## config.mk

```make
export PLATFORM = sky130hd
export DESIGN_NAME = chunked_frame_deframer
export DESIGN_NICKNAME = d
export VERILOG_FILES = /design/src/cfd_pkg.sv /design/src/cfd_front.sv /design/src/cfd_engine.sv /design/src/chunked_frame_deframer.sv
export SDC_FILE = /design/constraint.sdc
export NUM_CORES = 1
export LEC_CHECK = 0
export BUFFER_PORTS_ARGS = -buffer_cell sky130_fd_sc_hd__buf_2
export CORE_ASPECT_RATIO = 1.5
export CORE_UTILIZATION = 55
export DETAILED_ROUTE_END_ITERATION = 10
export PLACE_DENSITY = 0.74
export SETUP_SLACK_MARGIN = 0.05
export SLEW_MARGIN = 40
export SYNTH_ARGS = -nofsm -noshare
export SYNTH_HDL_FRONTEND = slang
export SYNTH_SLANG_ARGS = --single-unit
```

## constraint.sdc

```tcl
create_clock -name clk -period 6.6 [get_ports clk]
set_input_delay 0 -clock clk [delete_from_list [all_inputs] [get_ports clk]]
set_output_delay 0 -clock clk [all_outputs]
set_load 0.05 [all_outputs]
```

## src/cfd_pkg.sv

```systemverilog
// Shared types and constants for the chunked frame deframer.
package cfd_pkg;

	// Width of the chunk size counter
	localparam int SIZE_BITS = 32;
	localparam int ACC_BITS  = SIZE_BITS + 4;

	// Token queue between front and back
	localparam int TOK_DEPTH = 4;
	localparam int TOK_AW    = $clog2(TOK_DEPTH);

	// Result queue at the output
	localparam int RES_DEPTH = 2;
	localparam int RES_AW    = $clog2(RES_DEPTH);

	// Framing characters
	localparam logic [7:0] CH_ZERO = 8'h30;
	localparam logic [7:0] CH_NINE = 8'h39;
	localparam logic [7:0] CH_HASH = 8'h23;
	localparam logic [7:0] CH_LF   = 8'h0A;

	typedef enum logic [1:0] {
		PH_HUNT,
		PH_HDR,
		PH_DATA,
		PH_SKIP
	} phase_t;

	typedef enum logic [1:0] {
		KIND_DATA = 2'd0,
		KIND_EOM  = 2'd1,
		KIND_BAD  = 2'd2
	} kind_t;

	// Classified input byte
	typedef struct packed {
		logic       is_digit;
		logic       is_hash;
		logic       is_lf;
		logic [3:0] digit;
		logic [7:0] data;
	} tok_t;

	// One result item
	typedef struct packed {
		kind_t      kind;
		logic [7:0] data;
	} res_t;

endpackage

```

## src/cfd_front.sv

```systemverilog
// Front end: accepts stream bytes, classifies them and queues tokens.
module cfd_front (
	input  logic          clk,
	input  logic          arst_n,
	input  logic          push,
	input  logic [7:0]    in_byte,
	output logic          full,
	output cfd_pkg::tok_t tok,
	output logic          tok_valid,
	input  logic          tok_take
);

	cfd_pkg::tok_t                 mem_q [cfd_pkg::TOK_DEPTH];
	logic [cfd_pkg::TOK_AW-1:0]    wr_ptr_q;
	logic [cfd_pkg::TOK_AW-1:0]    rd_ptr_q;
	logic [cfd_pkg::TOK_AW:0]      count_q;
	logic                          wr_en;
	logic                          rd_en;
	logic [7:0]                    digit_diff;
	cfd_pkg::tok_t                 tok_new;

	// Classify the incoming byte
	always_comb begin
		digit_diff       = in_byte - cfd_pkg::CH_ZERO;
		tok_new.is_digit = (in_byte >= cfd_pkg::CH_ZERO) && (in_byte <= cfd_pkg::CH_NINE);
		tok_new.is_hash  = (in_byte == cfd_pkg::CH_HASH);
		tok_new.is_lf    = (in_byte == cfd_pkg::CH_LF);
		tok_new.digit    = digit_diff[3:0];
		tok_new.data     = in_byte;
	end

	assign full      = (count_q == (cfd_pkg::TOK_AW+1)'(cfd_pkg::TOK_DEPTH));
	assign tok_valid = (count_q != '0);
	assign wr_en     = push && !full;
	assign rd_en     = tok_take && tok_valid;
	assign tok       = mem_q[rd_ptr_q];

	// Store tokens
	always_ff @(posedge clk) begin
		if (wr_en) begin
			mem_q[wr_ptr_q] <= tok_new;
		end
	end

	// Advance pointers and fill count
	always_ff @(posedge clk or negedge arst_n) begin
		if (!arst_n) begin
			wr_ptr_q <= '0;
			rd_ptr_q <= '0;
			count_q  <= '0;
		end else begin
			if (wr_en) begin
				wr_ptr_q <= wr_ptr_q + 1'b1;
			end
			if (rd_en) begin
				rd_ptr_q <= rd_ptr_q + 1'b1;
			end
			if (wr_en && !rd_en) begin
				count_q <= count_q + 1'b1;
			end else if (rd_en && !wr_en) begin
				count_q <= count_q - 1'b1;
			end
		end
	end

	// Queue never overfills and never underflows
	a_count_bound: assert property (@(posedge clk) disable iff (!arst_n)
		count_q <= (cfd_pkg::TOK_AW+1)'(cfd_pkg::TOK_DEPTH))
		else $error("token queue count out of range");

	a_push_full: assert property (@(posedge clk) disable iff (!arst_n)
		(full && !rd_en) |=> full)
		else $error("token queue left full without a read");

	a_fill_step: assert property (@(posedge clk) disable iff (!arst_n)
		(wr_en && !rd_en) |=> (count_q == $past(count_q) + 1'b1))
		else $error("token queue count missed a write");

endmodule

```

## src/cfd_engine.sv

```systemverilog
// Back end: runs the framing state machine and queues result items.
module cfd_engine (
	input  logic          clk,
	input  logic          arst_n,
	input  cfd_pkg::tok_t tok,
	input  logic          tok_valid,
	output logic          tok_take,
	input  logic          pop,
	output logic          empty,
	output logic [1:0]    kind,
	output logic [7:0]    data_byte
);

	cfd_pkg::phase_t                 phase_q;
	cfd_pkg::phase_t                 phase_d;
	logic [cfd_pkg::SIZE_BITS-1:0]   accum_q;
	logic [cfd_pkg::SIZE_BITS-1:0]   accum_d;
	logic [cfd_pkg::SIZE_BITS-1:0]   left_q;
	logic [cfd_pkg::SIZE_BITS-1:0]   left_d;
	logic                            seen_q;
	logic                            seen_d;
	logic [cfd_pkg::ACC_BITS-1:0]    acc_ext;
	logic [cfd_pkg::ACC_BITS-1:0]    acc_next;
	logic                            ovf;
	logic                            lf_ok;
	logic                            emit;
	cfd_pkg::res_t                   res_new;

	cfd_pkg::res_t                   rmem_q [cfd_pkg::RES_DEPTH];
	logic [cfd_pkg::RES_AW-1:0]      rwr_ptr_q;
	logic [cfd_pkg::RES_AW-1:0]      rrd_ptr_q;
	logic [cfd_pkg::RES_AW:0]        rcount_q;
	logic                            res_full;
	logic                            res_push;
	logic                            res_pop;

	// Take a token whenever the result queue has room
	assign res_full = (rcount_q == (cfd_pkg::RES_AW+1)'(cfd_pkg::RES_DEPTH));
	assign tok_take = tok_valid && !res_full;

	// Size times ten plus the new digit, with headroom to spot overflow
	always_comb begin
		acc_ext  = {4'b0000, accum_q};
		acc_next = (acc_ext << 3) + (acc_ext << 1)
			+ {{cfd_pkg::SIZE_BITS{1'b0}}, tok.digit};
		ovf      = (acc_next[cfd_pkg::ACC_BITS-1:cfd_pkg::SIZE_BITS] != 4'b0000);
		lf_ok    = tok.is_lf && seen_q && (accum_q != '0);
	end

	// Next phase
	always_comb begin
		phase_d = phase_q;
		if (tok_take) begin
			unique case (phase_q)
				cfd_pkg::PH_HUNT: begin
					if (tok.is_hash) phase_d = cfd_pkg::PH_HDR;
				end
				cfd_pkg::PH_HDR: begin
					priority if (tok.is_digit) begin
						phase_d = ovf ? cfd_pkg::PH_HUNT : cfd_pkg::PH_HDR;
					end else if (tok.is_hash && !seen_q) begin
						phase_d = cfd_pkg::PH_SKIP;
					end else if (lf_ok) begin
						phase_d = cfd_pkg::PH_DATA;
					end else begin
						phase_d = cfd_pkg::PH_HUNT;
					end
				end
				cfd_pkg::PH_DATA: begin
					if (left_q <= cfd_pkg::SIZE_BITS'(1)) phase_d = cfd_pkg::PH_HUNT;
				end
				cfd_pkg::PH_SKIP: phase_d = cfd_pkg::PH_HUNT;
				default: phase_d = cfd_pkg::PH_HUNT;
			endcase
		end
	end

	// Size accumulator, payload counter and digit flag
	always_comb begin
		accum_d = accum_q;
		left_d  = left_q;
		seen_d  = seen_q;
		if (tok_take) begin
			unique case (phase_q)
				cfd_pkg::PH_HUNT: begin
					if (tok.is_hash) begin
						accum_d = '0;
						seen_d  = 1'b0;
					end
				end
				cfd_pkg::PH_HDR: begin
					priority if (tok.is_digit && !ovf) begin
						accum_d = acc_next[cfd_pkg::SIZE_BITS-1:0];
						seen_d  = 1'b1;
					end else if (tok.is_digit) begin
						accum_d = '0;
						seen_d  = 1'b0;
					end else if (tok.is_hash && !seen_q) begin
						accum_d = '0;
					end else if (lf_ok) begin
						left_d  = accum_q;
						accum_d = '0;
						seen_d  = 1'b0;
					end else begin
						accum_d = '0;
						seen_d  = 1'b0;
					end
				end
				cfd_pkg::PH_DATA: begin
					if (left_q != '0) left_d = left_q - 1'b1;
				end
				default: ;
			endcase
		end
	end

	// Result for the token taken this cycle
	always_comb begin
		emit         = 1'b0;
		res_new.kind = cfd_pkg::KIND_DATA;
		res_new.data = 8'h00;
		unique case (phase_q)
			cfd_pkg::PH_HDR: begin
				priority if (tok.is_digit) begin
					emit         = ovf;
					res_new.kind = cfd_pkg::KIND_BAD;
				end else if (tok.is_hash && !seen_q) begin
					emit         = 1'b1;
					res_new.kind = cfd_pkg::KIND_EOM;
				end else if (lf_ok) begin
					emit         = 1'b0;
				end else begin
					emit         = 1'b1;
					res_new.kind = cfd_pkg::KIND_BAD;
				end
			end
			cfd_pkg::PH_DATA: begin
				emit         = 1'b1;
				res_new.data = tok.data;
			end
			default: emit = 1'b0;
		endcase
	end

	// Hold framing state
	always_ff @(posedge clk or negedge arst_n) begin
		if (!arst_n) begin
			phase_q <= cfd_pkg::PH_HUNT;
			accum_q <= '0;
			left_q  <= '0;
			seen_q  <= 1'b0;
		end else begin
			phase_q <= phase_d;
			accum_q <= accum_d;
			left_q  <= left_d;
			seen_q  <= seen_d;
		end
	end

	// Result queue
	assign res_push  = tok_take && emit;
	assign empty     = (rcount_q == '0);
	assign res_pop   = pop && !empty;
	assign kind      = rmem_q[rrd_ptr_q].kind;
	assign data_byte = rmem_q[rrd_ptr_q].data;

	always_ff @(posedge clk) begin
		if (res_push) begin
			rmem_q[rwr_ptr_q] <= res_new;
		end
	end

	always_ff @(posedge clk or negedge arst_n) begin
		if (!arst_n) begin
			rwr_ptr_q <= '0;
			rrd_ptr_q <= '0;
			rcount_q  <= '0;
		end else begin
			if (res_push) begin
				rwr_ptr_q <= rwr_ptr_q + 1'b1;
			end
			if (res_pop) begin
				rrd_ptr_q <= rrd_ptr_q + 1'b1;
			end
			if (res_push && !res_pop) begin
				rcount_q <= rcount_q + 1'b1;
			end else if (res_pop && !res_push) begin
				rcount_q <= rcount_q - 1'b1;
			end
		end
	end

	// Payload counter is never zero inside a data phase
	a_left_nonzero: assert property (@(posedge clk) disable iff (!arst_n)
		(phase_q == cfd_pkg::PH_DATA) |-> (left_q != '0))
		else $error("data phase with no bytes left");

	// The byte after an end marker always returns to hunting
	a_skip_once: assert property (@(posedge clk) disable iff (!arst_n)
		(tok_take && phase_q == cfd_pkg::PH_SKIP) |=> (phase_q == cfd_pkg::PH_HUNT))
		else $error("skip phase did not return to hunt");

	// A data phase is only entered with a nonzero size
	a_enter_data: assert property (@(posedge clk) disable iff (!arst_n)
		(phase_q != cfd_pkg::PH_DATA) ##1 (phase_q == cfd_pkg::PH_DATA)
		|-> ($past(phase_q) == cfd_pkg::PH_HDR && left_q != '0))
		else $error("data phase entered from the wrong phase");

	// Result queue count stays in range
	a_res_bound: assert property (@(posedge clk) disable iff (!arst_n)
		rcount_q <= (cfd_pkg::RES_AW+1)'(cfd_pkg::RES_DEPTH))
		else $error("result queue count out of range");

endmodule

```

## src/chunked_frame_deframer.sv

```systemverilog
// Top level of the chunked frame deframer: front classifier and back state machine.
//
// Usage: received stream bytes go in one per item on in_byte, written with
// push while full is low. Bytes outside chunks are dropped until a '#';
// then decimal digits give the chunk size and a LF opens a data phase of
// that many bytes, each passed out as a payload item (kind 0). A second
// '#' gives an end of message item (kind 1) and skips the next byte. A bad
// header byte, an empty or zero size, or a size that overflows 32 bits
// gives a malformed item (kind 2) and hunting resumes.
// Results are read like a queue: while empty is low, kind and data_byte
// show the oldest item, and pop takes it.
// Throughput is one byte per cycle while the result queue has room; the
// size update (times ten plus a digit with an overflow check) is the
// widest add per token. An accepted byte is first written to the token
// queue; the back end then takes it and writes its result to the result queue.
// Reset clears both queues and returns the framer to hunting.
// When the receiver stops popping, the two-entry result queue fills, the
// back end stops taking tokens, the four-entry token queue fills and full
// rises; no item is lost.
module chunked_frame_deframer (
	input  logic       clk,
	input  logic       arst_n,
	input  logic       push,
	input  logic [7:0] in_byte,
	output logic       full,
	input  logic       pop,
	output logic       empty,
	output logic [1:0] kind,
	output logic [7:0] data_byte
);

	cfd_pkg::tok_t tok;
	logic          tok_valid;
	logic          tok_take;

	cfd_front u_front (
		.clk       (clk),
		.arst_n    (arst_n),
		.push      (push),
		.in_byte   (in_byte),
		.full      (full),
		.tok       (tok),
		.tok_valid (tok_valid),
		.tok_take  (tok_take)
	);

	cfd_engine u_engine (
		.clk       (clk),
		.arst_n    (arst_n),
		.tok       (tok),
		.tok_valid (tok_valid),
		.tok_take  (tok_take),
		.pop       (pop),
		.empty     (empty),
		.kind      (kind),
		.data_byte (data_byte)
	);

endmodule

```

==> out/metrics.csv, run 1 <==
metric;value;unit
hpwl;15700;um
root_buffer;clkbuf_16;
max_freq;210;MHz
finalNonFillerCells;1126;
wire_per_inst;19.3;um
grt_max_degree;67;
dr.pass1.iters;6;
core;0.0157;mm^2
io_buffers;23;
synthesis.nets;975;
vias;7062;
globalRouteTotalUtil;27.9;%
r2r-start;u_front.rd_ptr_q[0];
worstMarginPinSlew;0.690;ns
crit_type;flop to flop;
slew-limit-headroom;53.6;%
area_delta_synth_final;11.3;%
drv_cap;0;
slowest_stage;mux4_2;
finClkSkew;0.0166;ns
cp_max_fo;13;
dp.cells;1084;
cts_setup_buffers;0;
drt_iter0_drc;387;
final_hold_viol_count;0;
drtAntennaViolNets;0;
setup_viol;0;
crit_path_end_kind;flop;
place_ws;1.89;ns
cp.arrival;5.10;ns
dieHeight;157;um
grt_setup_unrepaired;false;
h-tree-depth;4;
synthArstFlopShare;54.9;%
multi_input_area;0.00471;mm^2
clock_latency;0.43;ns
yosysSeqAreaShare;43.9;%
io_pins;24;
path_cells;buf_4 > mux4_2 > inv_1 > fa_1 > inv_1 > fa_1 > a21o_1 > nand4_1 > a211oi_1 > nor3_1 > o32ai_1 > xor2_1 > nor3_1 > a211oi_1 > ha_1 > xor2_1 > nor2_1 > xnor2_1;
cts_tree;built;
drive_above_1_share;11.6;%
tns;0;ns
numClockSinks;142;
crit_required;6.95;ns
hold_ws;0.0353;ns
finalNetCount;1000;
fill_cells;1292;
overflow;0;
rows;56;
clk_path_buf_depth;2;
cp-start-kind;flop;
syn_inst;885;
synth_cell_types;77;
vias_per_cell;6.27;
leakagePower;0.00406;uW
r2r-end;u_engine.rcount_q[1];
ys_ff_latch;142;
synth-main-ff-cell;dfrtp_1;
period_share;72.0;%
yosys.area.top_type_share;22.1;%
synth_edf_count;64;
seq_area;0.00387;mm^2
gp_congestion;0.926;
initial_core_util;56.3;%
layout_min_cycle_time;4.75;ns
outcome;finished clean;
hp-class;input port to async pin;
syn_area;0.00883;mm^2
slowest_delay;0.53;ns
antenna_found_initial;0;
maxSlewViolCount;0;
grt_pass1_wl;35500;um
power-per-cell-area;407;mW/mm^2
ir_drop;311;uV
wl;21800;um
path_clk_slew;0.07;ns
synth_top_cell_by_area;dfrtp_1;
drc;0;
synthTopCellsByArea;dfrtp_1, edfxtp_1, ha_1;
fp.dieW;105;um
numCtsBuffers;17;
yosys_warnings;0;
dieArea;0.0166;mm^2
synth.avg_cell_area;9.98;um^2
rr_worst_depth;18;
postLayoutSetupSlackWorst;1.85;ns
r2r_slack;1.85;ns
grt_pass1_vias;7085;
n_antenna_cell;0;
final_core_util;62.6;%
==> where the power goes <==
part	internal [uW]	leakage, uW	switching [uW]	total (uW)
combinational	610	0.00218	1040	1650
sequential	1180	0.00161	220	1400
clock	530	0.000274	423	953
total	2320	0.00406	1680	4000
==> worst max path at each step <==
stage	startpoint	endpoint	slack, ns	cells past startpoint
final	u_front.rd_ptr_q[0]	u_engine.rcount_q[1]	1.85	18
after global routing	u_front.rd_ptr_q[0]	u_engine.rcount_q[1]	1.55	18
after detailed placement	u_front.rd_ptr_q[0]	u_engine.rcount_q[1]	1.89	18
after global placement	u_front.rd_ptr_q[0]	u_engine.rcount_q[1]	2.03	18
after floorplan	u_front.rd_ptr_q[0]	u_engine.rmem_q[0][0]	0.79	14
after CTS	u_front.rd_ptr_q[0]	u_engine.rcount_q[1]	1.84	18
==> repair_timing <==
action / in CTS / in global routing
hold buffers: 10 / 0
resized for setup: 0 / 0
endpoints found under the setup margin: 0 / 0
endpoints found under the hold margin: 64 / 0
==> cells in the final DEF, fill, tap and decap left out, drive strengths merged, types with 4 or more instances in the layout <==
| master | synthesis | routed |
|---|---|---|
| a2bb2oi | 15 | 15 |
| or3 | 4 | 4 |
| o22ai | 10 | 10 |
| nand2 | 98 | 98 |
| xor2 | 18 | 18 |
| nor3 | 25 | 25 |
| a2111oi | 6 | 6 |
| mux2 | 12 | 12 |
| ha | 75 | 75 |
| a21o | 8 | 8 |
| a22oi | 5 | 5 |
| o211ai | 7 | 7 |
| and3 | 6 | 6 |
| nor4 | 17 | 17 |
| a211oi | 6 | 6 |
| nand4 | 12 | 12 |
| buf | 9 | 33 |
| mux4 | 11 | 11 |
| edfxtp | 64 | 64 |
| inv | 35 | 44 |
| xnor2 | 19 | 19 |
| o31ai | 6 | 6 |
| or4 | 5 | 5 |
| clkbuf | 28 | 17 |
| dlygate4sd3 | 0 | 10 |
| a21oi | 71 | 71 |
| nor2 | 57 | 57 |
| nand3 | 12 | 12 |
| and2 | 18 | 18 |
| dfrtp | 78 | 78 |
| o21ai | 96 | 96 |
==> synthesized netlist by cell type, types with 4 or more instances <==
cell type and count:
a2111oi_0 4, a211oi_1 5, a21o_1 8, a21oi_1 70
a22oi_1 5, a2bb2oi_1 15, and2_1 15, and3_1 5
buf_2 8, clkbuf_1 28, dfrtp_1 78, edfxtp_1 64
ha_1 75, inv_1 35, mux2_2 12, mux4_2 11
nand2_1 98, nand3_1 12, nand4_1 12, nor2_1 55
nor3_1 25, nor4_1 15, o211ai_1 7, o21ai_0 61
o21ai_1 35, o22ai_1 10, o31ai_1 5, or3_1 4
or4_1 4, xnor2_1 19, xor2_1 18
==> worst max-delay path, delay by kind of cell, from the launching register on <==
kind | cells | cell delay (ns)
flops | 1 | 0.32
fa+ha+maj | 3 | 0.86
mux | 1 | 0.53
buf+inv | 3 | 0.46
compound gates | 4 | 1.10
xor+xnor | 3 | 0.48
simple gates | 4 | 0.91
==> layer usage <==
metal,GRT usage [%],up-vias,wire length [um]
met1,30.1,3425,8320
met5,0,-,0
li1,-,3367,-
met3,3.44,65,781
met2,52.6,205,11800
met4,15.3,0,878
==> registers in the layout, indices dropped and copies added (netlist names), 3 cells and up <==
signal / count
u_engine.accum_q: 32
u_engine.left_q: 32
u_engine.rmem_q: 20
u_front.count_q: 3
u_front.mem_q: 44
==> per-stage QoR <==
step | cell area (um^2) | power (uW)
after global placement | 9160 | 2990
final | 9830 | 4000
after floorplan | 8830 | 2580
after detailed placement | 9160 | 3050
after global routing | 9830 | 4230
after CTS | 9830 | 4010
==> logic make-up after synthesis <==
logic type / after synthesis / share of synthesized area, %
fa+ha+maj: 78 / 11.3
xor+xnor: 37 / 3.67
buf+inv: 72 / 3.17
simple gates: 268 / 14.8
compound gates: 263 / 18.7
mux: 25 / 4.56
flops: 142 / 43.9
==> area by class of cell <==
class	instances	share of cell area [%]
multi-input cells	671	47.9
flip-flops and latches	142	39.4
clock buffers	17	4.33
repair buffers	43	2.98
well taps	203	2.58
clock inverters	15	1.49
inverters	35	1.34
(Power assumes the default switching activity.)
==> run 2, diff against run 1 <==
--- a/config.mk
+++ b/config.mk
@@ -5,11 +5,12 @@
 export SDC_FILE = /design/constraint.sdc
 export NUM_CORES = 1
 export LEC_CHECK = 0
+export ABC_AREA = 1
 export BUFFER_PORTS_ARGS = -buffer_cell sky130_fd_sc_hd__buf_2
 export CORE_ASPECT_RATIO = 1.5
 export CORE_UTILIZATION = 55
 export DETAILED_ROUTE_END_ITERATION = 10
-export PLACE_DENSITY = 0.74
+export PLACE_DENSITY = 0.76
 export SETUP_SLACK_MARGIN = 0.05
 export SLEW_MARGIN = 40
 export SYNTH_ARGS = -nofsm -noshare
==> constraint.sdc (replaced) <==
create_clock -name clk -period 3.8 [get_ports clk]
set_input_delay 0 -clock clk [delete_from_list [all_inputs] [get_ports clk]]
set_output_delay 0 -clock clk [all_outputs]
set_load 0.05 [all_outputs]
==> out/metrics.csv, run 2 <==
metric;value;unit;change
ir_drop;606;uV;was 311 uV
fill_cells;1459;;was 1292
maxSlewViolCount;0;;unchanged
largest_registers;u_front.mem_q x44, u_engine.accum_q x32, u_engine.left_q x32;;unchanged
cp.arrival;3.99;ns;was 5.10 ns
cp_max_fo;12;;was 13
power;9400;uW;was 4000 uW
final_common_cell;nand2_1;;unchanged
io_pins;24;;unchanged
core;0.0168;mm^2;was 0.0157 mm^2
crit_top_cell;nand2_2;;
synthTopCellsByCount;nand2_1, inv_1, nor2_1, dfrtp_1, o21ai_0;;was nand2_1, dfrtp_1, ha_1, a21oi_1, edfxtp_1
synthArstFlopShare;54.9;%;unchanged
synth_top_cell_by_area;dfrtp_1;;unchanged
postLayoutSetupSlackWorst;0.122;ns;was 1.85 ns
synthTopCellsByArea;dfrtp_1, edfxtp_1, nand2_1;;was dfrtp_1, edfxtp_1, ha_1
syn_inst;1217;;was 885
layout_min_cycle_time;3.68;ns;was 4.75 ns
worstMarginPinSlew;0.794;ns;was 0.690 ns
top_register;u_front.mem_q;;unchanged
period_share;96.8;%;was 72.0%
largest_register_ffs;44;;unchanged
cts_tree;built;;unchanged
crit_type;flop to flop;;unchanged
yosys_warnings;0;;unchanged
globalRouteTotalUtil;28.9;%;was 27.9%
wire_per_inst;16.1;um;was 19.3 um
finClkSkew;0.0172;ns;was 0.0166 ns
synth-main-ff-cell;dfrtp_1;;unchanged
grt_pass1_wl;38800;um;was 35500 um
clk_path_buf_depth;2;;unchanged
n_antenna_cell;0;;unchanged
yosysSeqAreaShare;40.8;%;was 43.9%
yosys.area.top_type_share;20.6;%;was 22.1%
overflow;0;;unchanged
h-tree-depth;4;;unchanged
finalNonFillerCells;1499;;was 1126
rows;58;;was 56
numCtsBuffers;17;;unchanged
hold_ws;0.105;ns;was 0.0353 ns
dp.cells;1449;;was 1084
setup_viol;0;;unchanged
outcome;finished clean;;unchanged
synthesis.nets;1307;;was 975
dieArea;0.0178;mm^2;was 0.0166 mm^2
leakagePower;0.00543;uW;was 0.00406 uW
synth_edf_count;64;;unchanged
clock_latency;0.43;ns;about the same
grt_pass1_vias;8113;;was 7085
synth.avg_cell_area;7.80;um^2;was 9.98 um^2
root_buffer;clkbuf_16;;unchanged
vias_per_cell;5.44;;was 6.27
synth_most_common_cell;nand2_1;;unchanged
numClockSinks;142;;unchanged
dieHeight;163;um;was 157 um
slowest_delay;0.44;ns;was 0.53 ns
grt_setup_unrepaired;true;;was false
power-per-cell-area;872;mW/mm^2;was 407 mW/mm^2
drtAntennaViolNets;0;;unchanged
slew-limit-headroom;46.5;%;was 53.6%
synth_cell_types;53;;was 77
drt_iter0_drc;468;;was 387
dr.pass1.iters;5;;was 6
drv_cap;0;;unchanged
hpwl;17800;um;was 15700 um
finalNetCount;1366;;was 1000
place_ws;0.000823;ns;was 1.89 ns
drive_above_1_share;12.9;%;was 11.6%
crit_required;4.11;ns;was 6.95 ns
gp_congestion;0.946;;was 0.926
fp.dieW;109;um;was 105 um
drc;0;;unchanged
area_delta_synth_final;13.6;%;was 11.3%
hp-class;input port to async pin;;unchanged
final_hold_viol_count;0;;unchanged
syn_area;0.00949;mm^2;was 0.00883 mm^2
crit_path_end_kind;flop;;unchanged
ys_ff_latch;142;;unchanged
io_buffers;23;;unchanged
wl;24200;um;was 21800 um
path_clk_slew;0.07;ns;about the same
antenna_found_initial;0;;unchanged
slowest_stage;dfrtp_2;;was mux4_2
max_freq;272;MHz;was 210 MHz
vias;8161;;was 7062
grt_max_degree;44;;was 67
initial_core_util;56.4;%;was 56.3%
cp-start-kind;flop;;unchanged
final_cell_mix;nand2_1, inv_1, nor2_1;;was nand2_1, dfrtp_1, ha_1
run 2: changes by cell type after synthesis, moves of 14 or more:
cell	previous run	this run
and2_1	15	1
nor2_1	55	122
clkbuf_1	28	12
inv_1	35	143
nand3_1	12	32
nand2_2	0	14
a21oi_1	70	54
a2bb2oi_1	15	0
nand2_1	98	358
o21ai_0	61	78
run 2: path summary, 6_finish.rpt:
path	start	endpoint	slack (ns)	cells past startpoint
worst max-delay path	u_front.rd_ptr_q[0]	u_engine.rcount_q[1]	0.12	28
min in group clk	pop	u_engine.rrd_ptr_q	0.12	3
worst max register to register	u_front.rd_ptr_q[0]	u_engine.rcount_q[1]	0.12	28
max in group asynchronous	arst_n	u_engine.accum_q[2]	2.78	3
worst min-delay path	arst_n	u_engine.left_q[25]	0.11	2
worst min register to register	u_engine.rwr_ptr_q	u_engine.rwr_ptr_q	0.48	2
run 2: critical path: cells and delay by family (launching register included):
kind	cells	cell delay, ns
AO/OA/AOI/OAI	3	0.30
AND/OR/NAND/NOR	18	1.43
adder cells (fa/ha/maj)	4	1.06
flip-flops	1	0.44
XOR/XNOR	1	0.13
buffers and inverters	2	0.21
run 2: cell type report:
class / instances / area, um^2 / share of cell area (%)
multi-input cells: 895 / 5000 / 46.4
flip-flops and latches: 142 / 3870 / 36.0
inverters: 156 / 586 / 5.43
repair buffers: 64 / 458 / 4.25
clock buffers: 17 / 425 / 3.95
well taps: 210 / 263 / 2.44
clock inverters: 15 / 168 / 1.56
run 2: cells by family after synthesis:
kind of cell	Yosys count	synth area share (%)
flip-flops	142	40.8
multiplexers	3	0.316
buffers and inverters	180	7.42
AO/OA/AOI/OAI	187	11.0
XOR/XNOR	43	3.97
adder cells (fa/ha/maj)	78	10.5
AND/OR/NAND/NOR	584	26.0
run 2: through the flow:
step / utilization [%] / setup TNS [ns] / cell area (um^2)
2_1_floorplan: - / 0 / 9510
3_3_place_gp: 59.0 / 0 / 9930
3_5_place_dp: 59.1 / 0 / 9940
4_1_cts: 63.4 / 0 / 10700
5_1_grt: 64.0 / -0.0993 / 10800
6_report: 64.0 / 0 / 10800
run 2: power by group:
group	total, uW	internal (uW)	switching, uW	leakage [uW]
logic	5220	1730	3490	0.00351
registers	2520	2110	414	0.00164
clock network	1650	881	772	0.000280
run 2: routing by layer:
layer	vias to the layer above	GRT usage [%]	routed length, um
li1	4071	-	-
met2	167	56.3	13400
met1	3855	29.3	9030
met5	-	0	0
met3	68	4.00	641
met4	0	13.3	1090
run 2: what timing repair did:
action                     CTS  global route
setup endpoints to repair    1            47
gates cloned                 0             0
buffers inserted             5             3
pin swaps                    1            13
hold buffers                10             0
gates resized for setup      1            21
hold endpoints to repair    76             0
